==> config.mk <==
export PLATFORM = sky130hd
export DESIGN_NAME = variable_partition_allocator
export DESIGN_NICKNAME = d
export VERILOG_FILES = /design/src/hw/rtl/vpa_pkg.sv /design/src/hw/rtl/vpa_ram.sv /design/src/hw/rtl/variable_partition_allocator.sv
export VERILOG_INCLUDE_DIRS = /design/src /design/src/hw/rtl
export SDC_FILE = /design/constraint.sdc
export NUM_CORES = 2
export LEC_CHECK = 0
export BUFFER_PORTS_ARGS = -buffer_cell sky130_fd_sc_hd__clkbuf_2
export CAP_MARGIN = 20
export CELL_PAD_IN_SITES_DETAIL_PLACEMENT = 1
export CELL_PAD_IN_SITES_GLOBAL_PLACEMENT = 2
export CORE_ASPECT_RATIO = 0.9
export CORE_MARGIN = 3
export CORE_UTILIZATION = 50
export DETAILED_ROUTE_END_ITERATION = 10
export PLACE_DENSITY = 0.92
export SLEW_MARGIN = 10
export SYNTH_ARGS = -nofsm -noshare
export SYNTH_HDL_FRONTEND = slang
export SYNTH_SLANG_ARGS = --single-unit
==> constraint.sdc <==
create_clock -name clk -period 23.8 [get_ports clk]
set_input_delay 2.38 -clock clk [delete_from_list [all_inputs] [get_ports clk]]
set_output_delay 2.38 -clock clk [all_outputs]
set_load 0.02 [all_outputs]
==> src/hw/rtl/variable_partition_allocator_macros.svh <==
// Assertion macros used by the allocator RTL.
`ifndef VARIABLE_PARTITION_ALLOCATOR_MACROS_SVH
`define VARIABLE_PARTITION_ALLOCATOR_MACROS_SVH
`ifndef SYNTHESIS
`define VPA_ASSERT_SAME(lbl, ante, cons) \
  lbl: assert property (@(posedge clk) disable iff (!rst_n) (ante) |-> (cons)) \
    else $error("vpa assertion failed");
`define VPA_ASSERT_NEXT(lbl, ante, cons) \
  lbl: assert property (@(posedge clk) disable iff (!rst_n) (ante) |=> (cons)) \
    else $error("vpa assertion failed");
`else
`define VPA_ASSERT_SAME(lbl, ante, cons)
`define VPA_ASSERT_NEXT(lbl, ante, cons)
`endif
`endif

==> src/hw/rtl/vpa_pkg.sv <==
// Types, codes and defaults of the variable partition allocator.
package vpa_pkg;

  localparam int DEF_ADDR_WIDTH = 16;
  localparam int DEF_MAX_HOLES  = 16;
  localparam int DEF_MAX_ALLOCS = 16;
  localparam int CFG_AW         = 3;

  localparam logic [1:0] ACT_ADD     = 2'd0;
  localparam logic [1:0] ACT_REQUEST = 2'd1;
  localparam logic [1:0] ACT_RELEASE = 2'd2;
  localparam logic [1:0] ACT_SPARE   = 2'd3;

  localparam logic [1:0] ST_OK       = 2'd0;
  localparam logic [1:0] ST_NOFIT    = 2'd1;
  localparam logic [1:0] ST_NOTFOUND = 2'd2;
  localparam logic [1:0] ST_FULL     = 2'd3;

  localparam logic [1:0] FIT_SPARE = 2'd0;
  localparam logic [1:0] FIT_FIRST = 2'd1;
  localparam logic [1:0] FIT_BEST  = 2'd2;
  localparam logic [1:0] FIT_WORST = 2'd3;

  typedef struct packed {
    logic [1:0]  action;
    logic [15:0] base_addr;
    logic [15:0] region_size;
  } vpa_in_t;

  typedef struct packed {
    logic [1:0]  status;
    logic [15:0] result_base;
    logic [15:0] result_size;
    logic [4:0]  hole_count;
  } vpa_out_t;

endpackage

==> src/hw/rtl/vpa_ram.sv <==
// Generic single-write, single-read RAM with registered read data.
module vpa_ram #(
  parameter int WIDTH = 8,
  parameter int DEPTH = 16,
  localparam int AW = (DEPTH > 1) ? $clog2(DEPTH) : 1
) (
  input  logic             clk,
  input  logic             we,
  input  logic [AW-1:0]    waddr,
  input  logic [WIDTH-1:0] wdata,
  input  logic [AW-1:0]    raddr,
  output logic [WIDTH-1:0] rdata
);

  logic [WIDTH-1:0] mem [DEPTH];

  always_ff @(posedge clk) begin
    if (we) begin
      mem[waddr] <= wdata;
    end
    rdata <= mem[raddr];
  end

endmodule

==> src/hw/rtl/variable_partition_allocator.sv <==
// Top level: hole and allocation tables with a sequencer over one read port each.
//
//  channel  | ports                          | handshake
//  ---------+--------------------------------+-----------------------------------
//  input    | start, busy, in_data           | beat taken when start && !busy
//  result   | out_valid, out_data            | one-cycle strobe, no back-pressure
//  config   | psel penable pwrite paddr ...  | APB write on access cycle, pready=1
//
// Every table entry is read through one registered RAM port, address then data.
// add: an insert pass over the holes in use; request: a scan, then a copy pass;
// release: an allocation scan plus an add pass. Hole table is double-buffered,
// each update rewrites it into the idle bank. Reset is synchronous, clears the
// hole count, allocation valid bits and fit_mode (first fit); tables need no sweep.
// busy stays high from the accepted beat until the result strobe.
`include "variable_partition_allocator_macros.svh"
module variable_partition_allocator #(
  parameter int ADDR_WIDTH = vpa_pkg::DEF_ADDR_WIDTH,
  parameter int MAX_HOLES  = vpa_pkg::DEF_MAX_HOLES,
  parameter int MAX_ALLOCS = vpa_pkg::DEF_MAX_ALLOCS
) (
  input  logic                      clk,
  input  logic                      rst_n,
  input  logic                      start,
  output logic                      busy,
  input  vpa_pkg::vpa_in_t          in_data,
  output logic                      out_valid,
  output vpa_pkg::vpa_out_t         out_data,
  input  logic                      psel,
  input  logic                      penable,
  input  logic                      pwrite,
  input  logic [vpa_pkg::CFG_AW-1:0] paddr,
  input  logic [31:0]               pwdata,
  output logic [31:0]               prdata,
  output logic                      pready
);

  localparam int HAW = $clog2(MAX_HOLES);
  localparam int HCW = $clog2(MAX_HOLES + 1);
  localparam int AAW = (MAX_ALLOCS > 1) ? $clog2(MAX_ALLOCS) : 1;
  localparam int LIM = (MAX_HOLES > MAX_ALLOCS) ? MAX_HOLES : MAX_ALLOCS;
  localparam int IW  = $clog2(LIM + 1);
  localparam int LW  = ADDR_WIDTH + 1;
  localparam int HW  = ADDR_WIDTH + LW;
  localparam int ADW = ADDR_WIDTH + 16;
  localparam int CW  = (LW > 17) ? LW : 17;
  localparam logic [CW-1:0] SPACE = CW'(1) << ADDR_WIDTH;

  typedef enum logic [2:0] {
    S_IDLE, S_REQ_SCAN, S_REQ_COPY, S_REL_SCAN, S_INS, S_DONE
  } state_t;

  state_t state_r, state_nxt;
  logic ph_r, ph_nxt;
  logic [IW-1:0] idx_r, idx_nxt;
  logic [HCW-1:0] m_r, m_nxt, n_r, n_nxt;
  logic cur_r, cur_nxt;
  logic [1:0] fit_r, fit_nxt;
  logic [1:0] act_r, act_nxt;
  logic [ADDR_WIDTH-1:0] b_r, b_nxt;
  logic [15:0] s_r, s_nxt;
  logic [LW-1:0] ib_r, ib_nxt, ie_r, ie_nxt;
  logic placed_r, placed_nxt, touched_r, touched_nxt;
  logic found_r, found_nxt;
  logic [HAW-1:0] pick_r, pick_nxt;
  logic [LW-1:0] plen_r, plen_nxt;
  logic [ADDR_WIDTH-1:0] pbase_r, pbase_nxt;
  logic afound_r, afound_nxt;
  logic [AAW-1:0] aidx_r, aidx_nxt;
  logic [1:0] st_r, st_nxt;
  logic [ADDR_WIDTH-1:0] rb_r, rb_nxt;
  logic [15:0] rs_r, rs_nxt;
  logic [MAX_ALLOCS-1:0] valid_r, valid_nxt;
  logic out_valid_r, out_valid_nxt;
  vpa_pkg::vpa_out_t out_r, out_nxt;

  logic h_we, a_we;
  logic [HAW-1:0] h_waddr;
  logic [HW-1:0] h_wdata, h_rd0, h_rd1, h_rd;
  logic [ADW-1:0] a_wdata, a_rd;
  logic [ADDR_WIDTH-1:0] hb, ab, in_b;
  logic [LW-1:0] hl, he, nl;
  logic [15:0] al;
  logic [CW-1:0] room, sc;
  logic fits;
  logic cfg_wr;

  vpa_ram #(.WIDTH(HW), .DEPTH(MAX_HOLES)) u_hole0 (
    .clk(clk), .we(h_we && cur_r), .waddr(h_waddr), .wdata(h_wdata),
    .raddr(idx_r[HAW-1:0]), .rdata(h_rd0)
  );
  vpa_ram #(.WIDTH(HW), .DEPTH(MAX_HOLES)) u_hole1 (
    .clk(clk), .we(h_we && !cur_r), .waddr(h_waddr), .wdata(h_wdata),
    .raddr(idx_r[HAW-1:0]), .rdata(h_rd1)
  );
  vpa_ram #(.WIDTH(ADW), .DEPTH(MAX_ALLOCS)) u_alloc (
    .clk(clk), .we(a_we), .waddr(aidx_r), .wdata(a_wdata),
    .raddr(idx_r[AAW-1:0]), .rdata(a_rd)
  );

  assign h_rd = cur_r ? h_rd1 : h_rd0;
  assign hb   = h_rd[ADDR_WIDTH-1:0];
  assign hl   = h_rd[ADDR_WIDTH +: LW];
  assign he   = LW'(hb) + hl;
  assign nl   = hl - LW'(s_r);
  assign ab   = a_rd[ADDR_WIDTH-1:0];
  assign al   = a_rd[ADDR_WIDTH +: 16];
  assign in_b = ADDR_WIDTH'(in_data.base_addr);
  assign room = SPACE - CW'(in_b);
  assign sc   = (CW'(in_data.region_size) > room) ? room : CW'(in_data.region_size);
  assign fits = found_r && (CW'(plen_r) >= CW'(s_r));
  assign cfg_wr = psel && penable && pwrite && pready;

  assign busy      = (state_r != S_IDLE);
  assign out_valid = out_valid_r;
  assign out_data  = out_r;
  assign pready    = 1'b1;
  assign prdata    = paddr[2] ? 32'd0 : {30'd0, fit_r};

  always_comb begin
    state_nxt = state_r; ph_nxt = ph_r; idx_nxt = idx_r; m_nxt = m_r; n_nxt = n_r;
    cur_nxt = cur_r; fit_nxt = fit_r; act_nxt = act_r; b_nxt = b_r; s_nxt = s_r;
    ib_nxt = ib_r; ie_nxt = ie_r; placed_nxt = placed_r; touched_nxt = touched_r;
    found_nxt = found_r; pick_nxt = pick_r; plen_nxt = plen_r; pbase_nxt = pbase_r;
    afound_nxt = afound_r; aidx_nxt = aidx_r; st_nxt = st_r; rb_nxt = rb_r;
    rs_nxt = rs_r; valid_nxt = valid_r; out_valid_nxt = 1'b0; out_nxt = out_r;
    h_we = 1'b0; h_waddr = m_r[HAW-1:0]; h_wdata = {hl, hb};
    a_we = 1'b0; a_wdata = {s_r, pbase_r};

    if (cfg_wr && !paddr[2]) begin
      fit_nxt = pwdata[1:0];
    end

    case (state_r)
      S_IDLE: begin
        if (start) begin
          act_nxt = in_data.action; b_nxt = in_b; s_nxt = in_data.region_size;
          st_nxt = vpa_pkg::ST_OK; rb_nxt = '0; rs_nxt = '0;
          idx_nxt = '0; ph_nxt = 1'b0; m_nxt = '0;
          placed_nxt = 1'b0; touched_nxt = 1'b0;
          found_nxt = 1'b0; afound_nxt = 1'b0;
          state_nxt = S_DONE;
          case (in_data.action)
            vpa_pkg::ACT_ADD: begin
              if (sc != '0) begin
                ib_nxt = LW'(in_b); ie_nxt = LW'(in_b) + LW'(sc);
                rb_nxt = in_b; rs_nxt = 16'(sc);
                state_nxt = S_INS;
              end
            end
            vpa_pkg::ACT_REQUEST: begin
              if (in_data.region_size == '0) st_nxt = vpa_pkg::ST_NOFIT;
              else state_nxt = S_REQ_SCAN;
            end
            vpa_pkg::ACT_RELEASE: state_nxt = S_REL_SCAN;
            default: state_nxt = S_DONE;
          endcase
        end
      end

      S_REQ_SCAN: begin
        if (!ph_r) begin
          if (idx_r >= IW'(n_r) && idx_r >= IW'(MAX_ALLOCS)) begin
            idx_nxt = '0; m_nxt = '0;
            if (!fits) begin
              st_nxt = vpa_pkg::ST_NOFIT; state_nxt = S_DONE;
            end else if (!afound_r) begin
              st_nxt = vpa_pkg::ST_FULL; state_nxt = S_DONE;
            end else begin
              state_nxt = S_REQ_COPY;
            end
          end else begin
            ph_nxt = 1'b1;
          end
        end else begin
          if (idx_r < IW'(n_r)) begin
            case (fit_r)
              vpa_pkg::FIT_BEST: begin
                if (CW'(hl) >= CW'(s_r) && (!found_r || hl < plen_r)) begin
                  found_nxt = 1'b1; pick_nxt = idx_r[HAW-1:0];
                  plen_nxt = hl; pbase_nxt = hb;
                end
              end
              vpa_pkg::FIT_WORST: begin
                if (!found_r || hl > plen_r) begin
                  found_nxt = 1'b1; pick_nxt = idx_r[HAW-1:0];
                  plen_nxt = hl; pbase_nxt = hb;
                end
              end
              default: begin
                if (!found_r && CW'(hl) >= CW'(s_r)) begin
                  found_nxt = 1'b1; pick_nxt = idx_r[HAW-1:0];
                  plen_nxt = hl; pbase_nxt = hb;
                end
              end
            endcase
          end
          if (idx_r < IW'(MAX_ALLOCS) && !afound_r && !valid_r[idx_r[AAW-1:0]]) begin
            afound_nxt = 1'b1; aidx_nxt = idx_r[AAW-1:0];
          end
          idx_nxt = idx_r + 1'b1; ph_nxt = 1'b0;
        end
      end

      S_REQ_COPY: begin
        if (!ph_r) begin
          if (idx_r == IW'(n_r)) begin
            cur_nxt = !cur_r; n_nxt = m_r;
            a_we = 1'b1; valid_nxt[aidx_r] = 1'b1;
            rb_nxt = pbase_r; rs_nxt = s_r;
            state_nxt = S_DONE;
          end else begin
            ph_nxt = 1'b1;
          end
        end else begin
          // carve the request from the front of the chosen hole, drop it if empty
          if (idx_r[HAW-1:0] == pick_r) begin
            h_wdata = {nl, ADDR_WIDTH'(LW'(hb) + LW'(s_r))};
            h_we = (nl != '0);
          end else begin
            h_we = 1'b1;
          end
          if (h_we) m_nxt = m_r + 1'b1;
          idx_nxt = idx_r + 1'b1; ph_nxt = 1'b0;
        end
      end

      S_REL_SCAN: begin
        if (!ph_r) begin
          if (idx_r == IW'(MAX_ALLOCS)) begin
            st_nxt = vpa_pkg::ST_NOTFOUND; state_nxt = S_DONE;
          end else begin
            ph_nxt = 1'b1;
          end
        end else if (valid_r[idx_r[AAW-1:0]] && ab == b_r) begin
          aidx_nxt = idx_r[AAW-1:0];
          ib_nxt = LW'(ab); ie_nxt = LW'(ab) + LW'(al);
          rb_nxt = ab; rs_nxt = al;
          idx_nxt = '0; ph_nxt = 1'b0; m_nxt = '0;
          state_nxt = S_INS;
        end else begin
          idx_nxt = idx_r + 1'b1; ph_nxt = 1'b0;
        end
      end

      S_INS: begin
        if (!ph_r) begin
          if (idx_r == IW'(n_r)) begin
            state_nxt = S_DONE;
            if (!touched_r && n_r == HCW'(MAX_HOLES)) begin
              st_nxt = vpa_pkg::ST_FULL; rb_nxt = '0; rs_nxt = '0;
            end else begin
              if (!placed_r) begin
                h_we = 1'b1; h_wdata = {ie_r - ib_r, ADDR_WIDTH'(ib_r)};
                n_nxt = m_r + 1'b1;
              end else begin
                n_nxt = m_r;
              end
              cur_nxt = !cur_r;
              if (act_r == vpa_pkg::ACT_RELEASE) valid_nxt[aidx_r] = 1'b0;
            end
          end else begin
            ph_nxt = 1'b1;
          end
        end else if (LW'(hb) <= ie_r && he >= ib_r) begin
          // absorb an overlapping or touching hole
          touched_nxt = 1'b1;
          if (LW'(hb) < ib_r) ib_nxt = LW'(hb);
          if (he > ie_r) ie_nxt = he;
          idx_nxt = idx_r + 1'b1; ph_nxt = 1'b0;
        end else if (!placed_r && LW'(hb) > ie_r) begin
          // write the new hole first, hold this entry for the next cycle
          h_we = 1'b1; h_wdata = {ie_r - ib_r, ADDR_WIDTH'(ib_r)};
          m_nxt = m_r + 1'b1; placed_nxt = 1'b1;
        end else begin
          h_we = 1'b1; m_nxt = m_r + 1'b1;
          idx_nxt = idx_r + 1'b1; ph_nxt = 1'b0;
        end
      end

      S_DONE: begin
        out_valid_nxt = 1'b1;
        out_nxt.status = st_r;
        out_nxt.result_base = 16'(rb_r);
        out_nxt.result_size = rs_r;
        out_nxt.hole_count = 5'(n_r);
        state_nxt = S_IDLE;
      end

      default: state_nxt = S_IDLE;
    endcase
  end

  always_ff @(posedge clk) begin
    if (!rst_n) begin
      state_r <= S_IDLE; ph_r <= 1'b0; n_r <= '0; cur_r <= 1'b0;
      fit_r <= vpa_pkg::FIT_FIRST; valid_r <= '0; out_valid_r <= 1'b0;
    end else begin
      state_r <= state_nxt; ph_r <= ph_nxt; n_r <= n_nxt; cur_r <= cur_nxt;
      fit_r <= fit_nxt; valid_r <= valid_nxt; out_valid_r <= out_valid_nxt;
    end
    idx_r <= idx_nxt; m_r <= m_nxt; act_r <= act_nxt; b_r <= b_nxt; s_r <= s_nxt;
    ib_r <= ib_nxt; ie_r <= ie_nxt; placed_r <= placed_nxt; touched_r <= touched_nxt;
    found_r <= found_nxt; pick_r <= pick_nxt; plen_r <= plen_nxt; pbase_r <= pbase_nxt;
    afound_r <= afound_nxt; aidx_r <= aidx_nxt; st_r <= st_nxt; rb_r <= rb_nxt;
    rs_r <= rs_nxt; out_r <= out_nxt;
  end

  `VPA_ASSERT_SAME(a_strobe_idle, out_valid, !busy)
  `VPA_ASSERT_NEXT(a_strobe_single, out_valid, !out_valid)
  `VPA_ASSERT_NEXT(a_accept_busy, start && !busy, busy)
  `VPA_ASSERT_SAME(a_hole_bound, 1'b1, n_r <= HCW'(MAX_HOLES))

endmodule

# Yosys cells after proc, flatten, opt, wreduce, memory -nomap -nowiden
# Memory sizes are Yosys's and may differ from the RTL's. A register that Yosys moved wholly into a read port is not among the register bits.
# Cells that the tools add are included.
[op_classes] eq_ne=54 n_addsub=9 magnitude_cmp=17 n_mux=183 n_reduce_logical=58 bitwise=3
[ops] cell="16-bit 2-to-1 mux" count=26
[ops] cell="17-bit 2-to-1 mux" count=20
[ops] cell="33-bit 2-to-1 mux" count=9
[ops] cell="16-bit one-hot mux with 4 select lines" count=2
[ops] cell="5-bit 2-to-1 mux" count=22
[ops] cell="17-bit one-hot mux with 3 select lines" count=2
[ops] cell="33-bit one-hot mux with 2 select lines" count=1
[ops] cell="16-bit one-hot mux with 2 select lines" count=2
[ops] cell="2-bit != test (second input constant)" count=29
[ops] cell="1-bit 2-to-1 mux" count=51
[ops] cell="5-bit one-hot mux with 5 select lines" count=2
[ops] cell="16-bit by 17-bit adder with 17-bit output" count=2
[ops] cell="17-bit by 16-bit >= comparator with 1-bit output" count=2
[ops] cell="16-bit by 17-bit greater-than comparator with 1-bit output" count=2
[ops] cell="17-bit greater-than comparator" count=2
[ops] cell="17-bit one-hot mux with 2 select lines" count=1
[ops] cell="17-bit nonzero test" count=2
[ops] cell="3-bit 2-to-1 mux" count=11
[ops] cell="4-bit 2-to-1 mux" count=7
[ops] cell="7-bit AND reduction" count=4
[ops] cell="9-bit AND reduction" count=3
[ops] cell="2-bit 2-to-1 mux" count=11
[ops] cell="3-bit != test (second input constant)" count=7
[ops] cell="10-bit AND reduction" count=2
[ops] cell="other kinds (54)" count=102
[word_totals] mem_bits_rw=1568 reg_bits=225 input_bits=75 memories=3
[memory_table] name="u_hole0.mem" depth=16 word_bits=33 rd=1 rd_ports_with_merged_regs=1 wr=1 line_no="vpa_ram.sv:15" text="logic [WIDTH-1:0] mem [DEPTH];"
[memory_table] name="u_hole1.mem" depth=16 word_bits=33 rd=1 rd_ports_with_merged_regs=1 wr=1 line_no="vpa_ram.sv:15"
[memory_table] name="u_alloc.mem" depth=16 word_bits=32 rd=1 rd_ports_with_merged_regs=1 wr=1 line_no="vpa_ram.sv:15"

# Longest topological paths before layout
[logic_depth] depth_word=11 ltp_mapped=26 mapped_depth_nobuf=25

# Cells and area by module
# A second synthesis with hierarchy kept.
[unflattened] cells_unflattened=4545 hier_area_um2=79737.7
[by_module_without_submodules] module="vpa_ram at u_hole0 ..." instances=2 cells_per_inst=864 area_per_inst_um2=20631.0
[by_module_without_submodules] module="vpa_ram at u_alloc" instances=1 cells_per_inst=838 area_per_inst_um2=19835.3
[by_module_without_submodules] module="variable_partition_allocator" instances=1 cells_per_inst=1979 area_per_inst_um2=18640.4

# Least setup slack after synthesis
# OpenSTA, ideal clock, no wires.
[synth_path] path_type="register to register" from="register cur_r" to="memory u_hole0.mem[10][0] in the netlist's numbering, enable pin" arrival_time_ps=7894 path_slack_ps=15388 setup_ps=518 path_buffers=3 period_less_slack_ps=8412 path_stages_with_launch=21 path_cell_list="dfxtp_1 buf_2 buf_1 mux2_2 ha_1 fa_1 a211oi_1 o21bai_4 nand3_1 nand2_1 a21oi_1 xnor2_1 ha_1 a2111oi_0 o211ai_1 o22ai_1 a32oi_2 o21bai_1 a2bb2oi_4 buf_6 nor4b_1"
[synth_via] elab_chain_len=11 word_cells_on_any_way=17 cone_classes="2 x add/sub; 2 x order compare; 10 x mux; 3 x reduce/logical"
[synth_rtl] element="start, declared" line_no="variable_partition_allocator.sv:56" text="logic cur_r, cur_nxt;"
[synth_rtl] element="start signal, assigned" line_no="variable_partition_allocator.sv:298" text="state_r <= state_nxt; ph_r <= ph_nxt; n_r <= n_nxt; cur_r <= cur_nxt;"
[synth_rtl] element="33-bit 2-to-1 mux *" line_no="variable_partition_allocator.sv:100" text="assign h_rd = cur_r ? h_rd1 : h_rd0;"
[synth_rtl] element="via h_rd[16]" line_no="variable_partition_allocator.sv:78" text="logic [HW-1:0] h_wdata, h_rd0, h_rd1, h_rd;"
[synth_rtl] element="branches (longest 6 deep; another with 16-bit by 17-bit adder with 17-bit output)"
[synth_rtl] element="1-bit one-hot mux with 2 select lines *" line_no="variable_partition_allocator.sv:133" text="case (state_r)"
[synth_rtl] element="1-bit logical AND *" line_no="variable_partition_allocator.sv:88" text=".clk(clk), .we(h_we && cur_r), .waddr(h_waddr), .wdata(h_wdata),"
[synth_rtl] element="1-bit 2-to-1 mux *" line_no="vpa_ram.sv:18" text="if (we) begin"
[synth_rtl] element="1-bit 2-to-1 mux (implied by the code) *" line_no="vpa_ram.sv:19" text="mem[waddr] <= wdata;"
[synth_rtl] element="end, declared" line_no="vpa_ram.sv:15"
# Mark *: on every way through the listed nets, which the timed path passes. The select of a mux whose other input is x is not followed.

# Worst setup path after layout
[layout_path] from="input port in_data[19] in the netlist's numbering" to="register ie_r[16] (data pin)"
[layout_via] elab_chain_len=8
[layout_rtl] element="start, declared" line_no="variable_partition_allocator.sv:25" text="input vpa_pkg::vpa_in_t in_data,"
[layout_rtl] element="17-bit by 16-bit subtractor with 17-bit output" line_no="variable_partition_allocator.sv:108" text="assign room = SPACE - CW'(in_b);"
[layout_rtl] element="16-bit by 17-bit greater-than comparator with 1-bit output" line_no="variable_partition_allocator.sv:109" text="assign sc = (CW'(in_data.region_size) > room) ? room : CW'(in_data.region_size);"
[layout_rtl] element="17-bit 2-to-1 mux" line_no="variable_partition_allocator.sv:109"
[layout_rtl] element="16-bit by 17-bit adder with 17-bit output *" line_no="variable_partition_allocator.sv:145" text="ib_nxt = LW'(in_b); ie_nxt = LW'(in_b) + LW'(sc);"
[layout_rtl] element="17-bit 2-to-1 mux *" line_no="variable_partition_allocator.sv:144" text="if (sc != '0) begin"
[layout_rtl] element="17-bit 2-to-1 mux *" line_no="variable_partition_allocator.sv:142" text="case (in_data.action)"
[layout_rtl] element="17-bit 2-to-1 mux *" line_no="variable_partition_allocator.sv:135" text="if (start) begin"
[layout_rtl] element="17-bit one-hot mux with 3 select lines *" line_no="variable_partition_allocator.sv:133"
[layout_rtl] element="via ie_nxt[16]" line_no="variable_partition_allocator.sv:61" text="logic [LW-1:0] ib_r, ib_nxt, ie_r, ie_nxt;"
[layout_rtl] element="end signal, assigned" line_no="variable_partition_allocator.sv:302" text="ib_r <= ib_nxt; ie_r <= ie_nxt; placed_r <= placed_nxt; touched_r <= touched_nxt;"
[layout_rtl] element="end, declared" line_no="variable_partition_allocator.sv:61"
# Mark *: on every way through the listed nets, which the timed path passes. The rest lies on a longest branch. The select of a mux whose other input is x is not followed.
# A chain may end at the register's enable or synchronous reset.

==> results.sh <==
export IMPL_placed_area_um2=83000
export IMPL_h_tree_depth=4
export IMPL_cp_arrival_ns=8.98
export IMPL_status="finished with violations"
export IMPL_synth_area_um2=79400
export IMPL_cts_resized=0
export IMPL_hp_start="rs_r[10]"
export IMPL_timing_critical_path_cells="clkbuf_2 -> nor4_2 -> nand3_1 -> or3_1 -> xor2_1 -> inv_1 -> ha_1 -> a21o_1 -> a21o_1 -> a221oi_1 -> o21ai_0 -> o21ai_2 -> o21ai_0 -> ha_1 -> fa_1 -> a21o_1 -> a21oi_1 -> o21a_1 -> nor3_1 -> a2111oi_0 -> nor2_1 -> a211oi_1 -> nor2_1 -> or3_1"
export IMPL_synth_common_cells="edfxtp_1 (1763), mux4_2 (494), ha_1 (224)"
export IMPL_grt_pass1_vias=46600
export IMPL_hold_class="reg -> reg"
export IMPL_clock_sinks=1890
export IMPL_cts_buffers=181
export IMPL_drv_cap=1
export IMPL_path_delay_family="compound AO/OA/AOI/OAI gates"
export IMPL_netlist_area_leader_share=0.666
export IMPL_period_share=0.354
export IMPL_multi_input_area_um2=23100
export IMPL_drt_total_wl_mm=242
export IMPL_vias=45600
export IMPL_netlist_cell_type_count=82
export IMPL_critPathLaunchType="primary input"
export IMPL_min_path_cells=0
export IMPL_wire_per_inst_um=36.0
export IMPL_yosysSeqAreaShare=0.698
export IMPL_stdcell_area_um2=89600
export IMPL_critPathMaxFanout=16
export IMPL_num_rows=138
export IMPL_crit_path_end_kind="flop"
export IMPL_postSynthRegisterBits=1890
export IMPL_start_util=0.504
export IMPL_fp_dieW_um=426
export IMPL_insertion_delay_ns=0.85
export IMPL_final_layout_size_suffix_gt1_frac=0.245
export IMPL_synth_most_common_cell="edfxtp_1"
export IMPL_synth_cells=4237
export IMPL_grt_total_usage=0.296
export IMPL_ir_worst_vdd_mv=0.131
export IMPL_grt_pass1_wl_mm=346
export IMPL_dp_hpwl_mm=133
export IMPL_cp_common_cell="a21o_1"
export IMPL_final_setup_viol_count=0
export IMPL_clkSlewWorstSetupHoldPaths_ns=0.07
export IMPL_ctsHoldBuffers=0
export IMPL_drc_errors=0
export IMPL_crit_type="in -> reg"
export IMPL_io_pins=149
export IMPL_ys_async_sr_fraction=0
export IMPL_grt_setup_unrepaired="false"
export IMPL_cts_tree="done"
export IMPL_synthTopCellsByArea="edfxtp_1 (67%), mux4_2 (14%), ha_1 (3.5%), dfxtp_1 (3.2%), o21ai_0 (0.71%)"
export IMPL_worst_path_buf_inv=2
export IMPL_antenna_found_initial=4
export IMPL_antenna_left=0
export IMPL_fillCellCount=13900
export IMPL_grt_max_degree=131
export IMPL_fin_tns_setup_ns=0
export IMPL_crit_required_ns=24.35
export IMPL_rr_startpoint="cur_r"
export IMPL_final_nets=4746
export IMPL_violations="max-capacitance violations"
export IMPL_route_detailed_vias_per_inst=6.80
export IMPL_clock_path_buffers=3
export IMPL_post_place_cells=6349
export IMPL_synth_area_per_cell_um2=18.7
export IMPL_synth_edf_count=1763
export IMPL_ys_flop_type="edfxtp_1"
export IMPL_power_density_nw_per_um2=131
export IMPL_tightestPinTransition_ns=1.46
export IMPL_first_pass_iters=6
export IMPL_ff2ff_path_depth=22
export IMPL_cts_setup_buffers=0
export IMPL_critPathSlowestCell="o21ai_2"
export IMPL_cts_root_buf="clkbuf_16"
export IMPL_fin_worst_skew_ns=0.0678
export IMPL_overflow=0
export IMPL_reg2reg_slack_ns=15.60
export IMPL_fmax_mhz=119
export IMPL_cpPeakStageDelay_ns=0.52
export IMPL_drt_initial_drc_count=6529
export IMPL_io_buffer_count=85
export IMPL_synth_warnings=0
export IMPL_leakagePower_nw=29.8
export IMPL_slew_viol_final=0
export IMPL_slew_headroom=0.00371
export IMPL_hold_viol_final=0
export IMPL_reg2reg_to="u_hole1.mem[10][8]"
export IMPL_gp_congestion=0.961
export IMPL_register_area_um2=55500
export IMPL_synth_area_leader_cell="edfxtp_1"
export IMPL_fin_crit_ns=8.43
export IMPL_finalNonFillerCells=6703
export IMPL_fp_dieH_um=384
export IMPL_coreArea_um2=157000
export IMPL_hold_end="out_data[15]"
export IMPL_utilization=0.569
export IMPL_dieArea_um2=164000
export IMPL_area_growth_pct=12.8
## how the worst max path moves through the flow
stage / endpoint / from / cells past startpoint / slack (ns)
floorplan: u_hole0.mem[10][0] / cur_r / 20 / 15.39
global placement: ie_r[16] / in_data[19] / 24 / 14.77
detailed placement: ie_r[16] / in_data[19] / 24 / 14.70
CTS: ie_r[16] / in_data[19] / 24 / 15.50
global route: ie_r[16] / in_data[19] / 24 / 14.81
finish: ie_r[16] / in_data[19] / 24 / 15.37
## worst reg2reg max path: cells and delay by family (launching register included)
| family | cells | cell delay (ns) |
|---|---|---|
| AO/OA/AOI/OAI | 12 | 2.88 |
| flip-flops | 1 | 0.31 |
| multiplexers | 1 | 0.74 |
| XOR/XNOR | 1 | 0.21 |
| AND/OR/NAND/NOR | 1 | 0.30 |
| buffers and inverters | 5 | 2.47 |
| adder cells (fa/ha/maj) | 2 | 0.76 |
## report_power, final
group          internal, mW  total (mW)  switching [mW]  leakage, nW
Clock                  1.77        3.10            1.32         3.09
Combinational          1.66        4.20            2.54         9.74
Sequential             4.26        4.45           0.186         17.0
## cells by family after synthesis
| family | share of synthesized area |
|---|---|
| compound gates | 0.0521 |
| flops | 0.698 |
| mux | 0.146 |
| buf+inv | 0.0188 |
| fa+ha+maj | 0.0369 |
| xor+xnor | 0.0120 |
| other cells | 0.0000945 |
| simple gates | 0.0356 |
## placed cells by master, fill, tap and decap left out, types with 95 or more instances in the layout
master and instances:
ha_1 224, dfxtp_1 126, o21ai_0 95, nor2_1 106
mux4_2 494, edfxtp_1 1763, clkbuf_16 183, nand2_1 106
buf_4 107, inv_1 133
## layer usage
layer	GRT usage	part of all wire	vias to the layer above
met1	0.417	0.38	24000
met4	0.107	0.038	2
met5	0	0.000041	-
li1	-	-	17800
met2	0.463	0.47	3227
met3	0.0617	0.11	605
## metrics by stage
step / hold WS (ns) / setup WS, ns / total power [mW]
2_1_floorplan: 0.400 / 15.39 / 7.20
3_3_place_gp: 0.403 / 14.77 / 8.32
3_5_place_dp: 0.405 / 14.70 / 8.49
4_1_cts: 0.421 / 15.50 / 11.7
5_1_grt: 0.427 / 14.81 / 12.2
6_report: 0.420 / 15.37 / 11.7
## area by class of cell
| class | count | area share |
|---|---|---|
| antenna | 2 | 0.0000559 |
| sequential | 1890 | 0.619 |
| clock buffer | 240 | 0.0554 |
| inverter | 133 | 0.00557 |
| tap | 2100 | 0.0293 |
| clock inverter | 103 | 0.0158 |
| multi-input combinational | 2029 | 0.258 |
| timing repair buffer | 206 | 0.0165 |
## flip-flops by register name, indices dropped and copies added, names as in the netlist, 3 cells and up, named ones only
register,count
ie_r,17
u_alloc.mem,512
u_hole0.mem,528
out_data,39
rb_r,16
ib_r,16
u_hole0.rdata,33
state_r,3
plen_r,17
b_r,16
m_r,5
idx_r,5
u_hole1.rdata,33
pick_r,4
s_r,16
aidx_r,4
pbase_r,16
rs_r,16
n_r,5
u_hole1.mem,528
u_alloc.rdata,32
No activity file was read; power rests on OpenSTA's default activity.
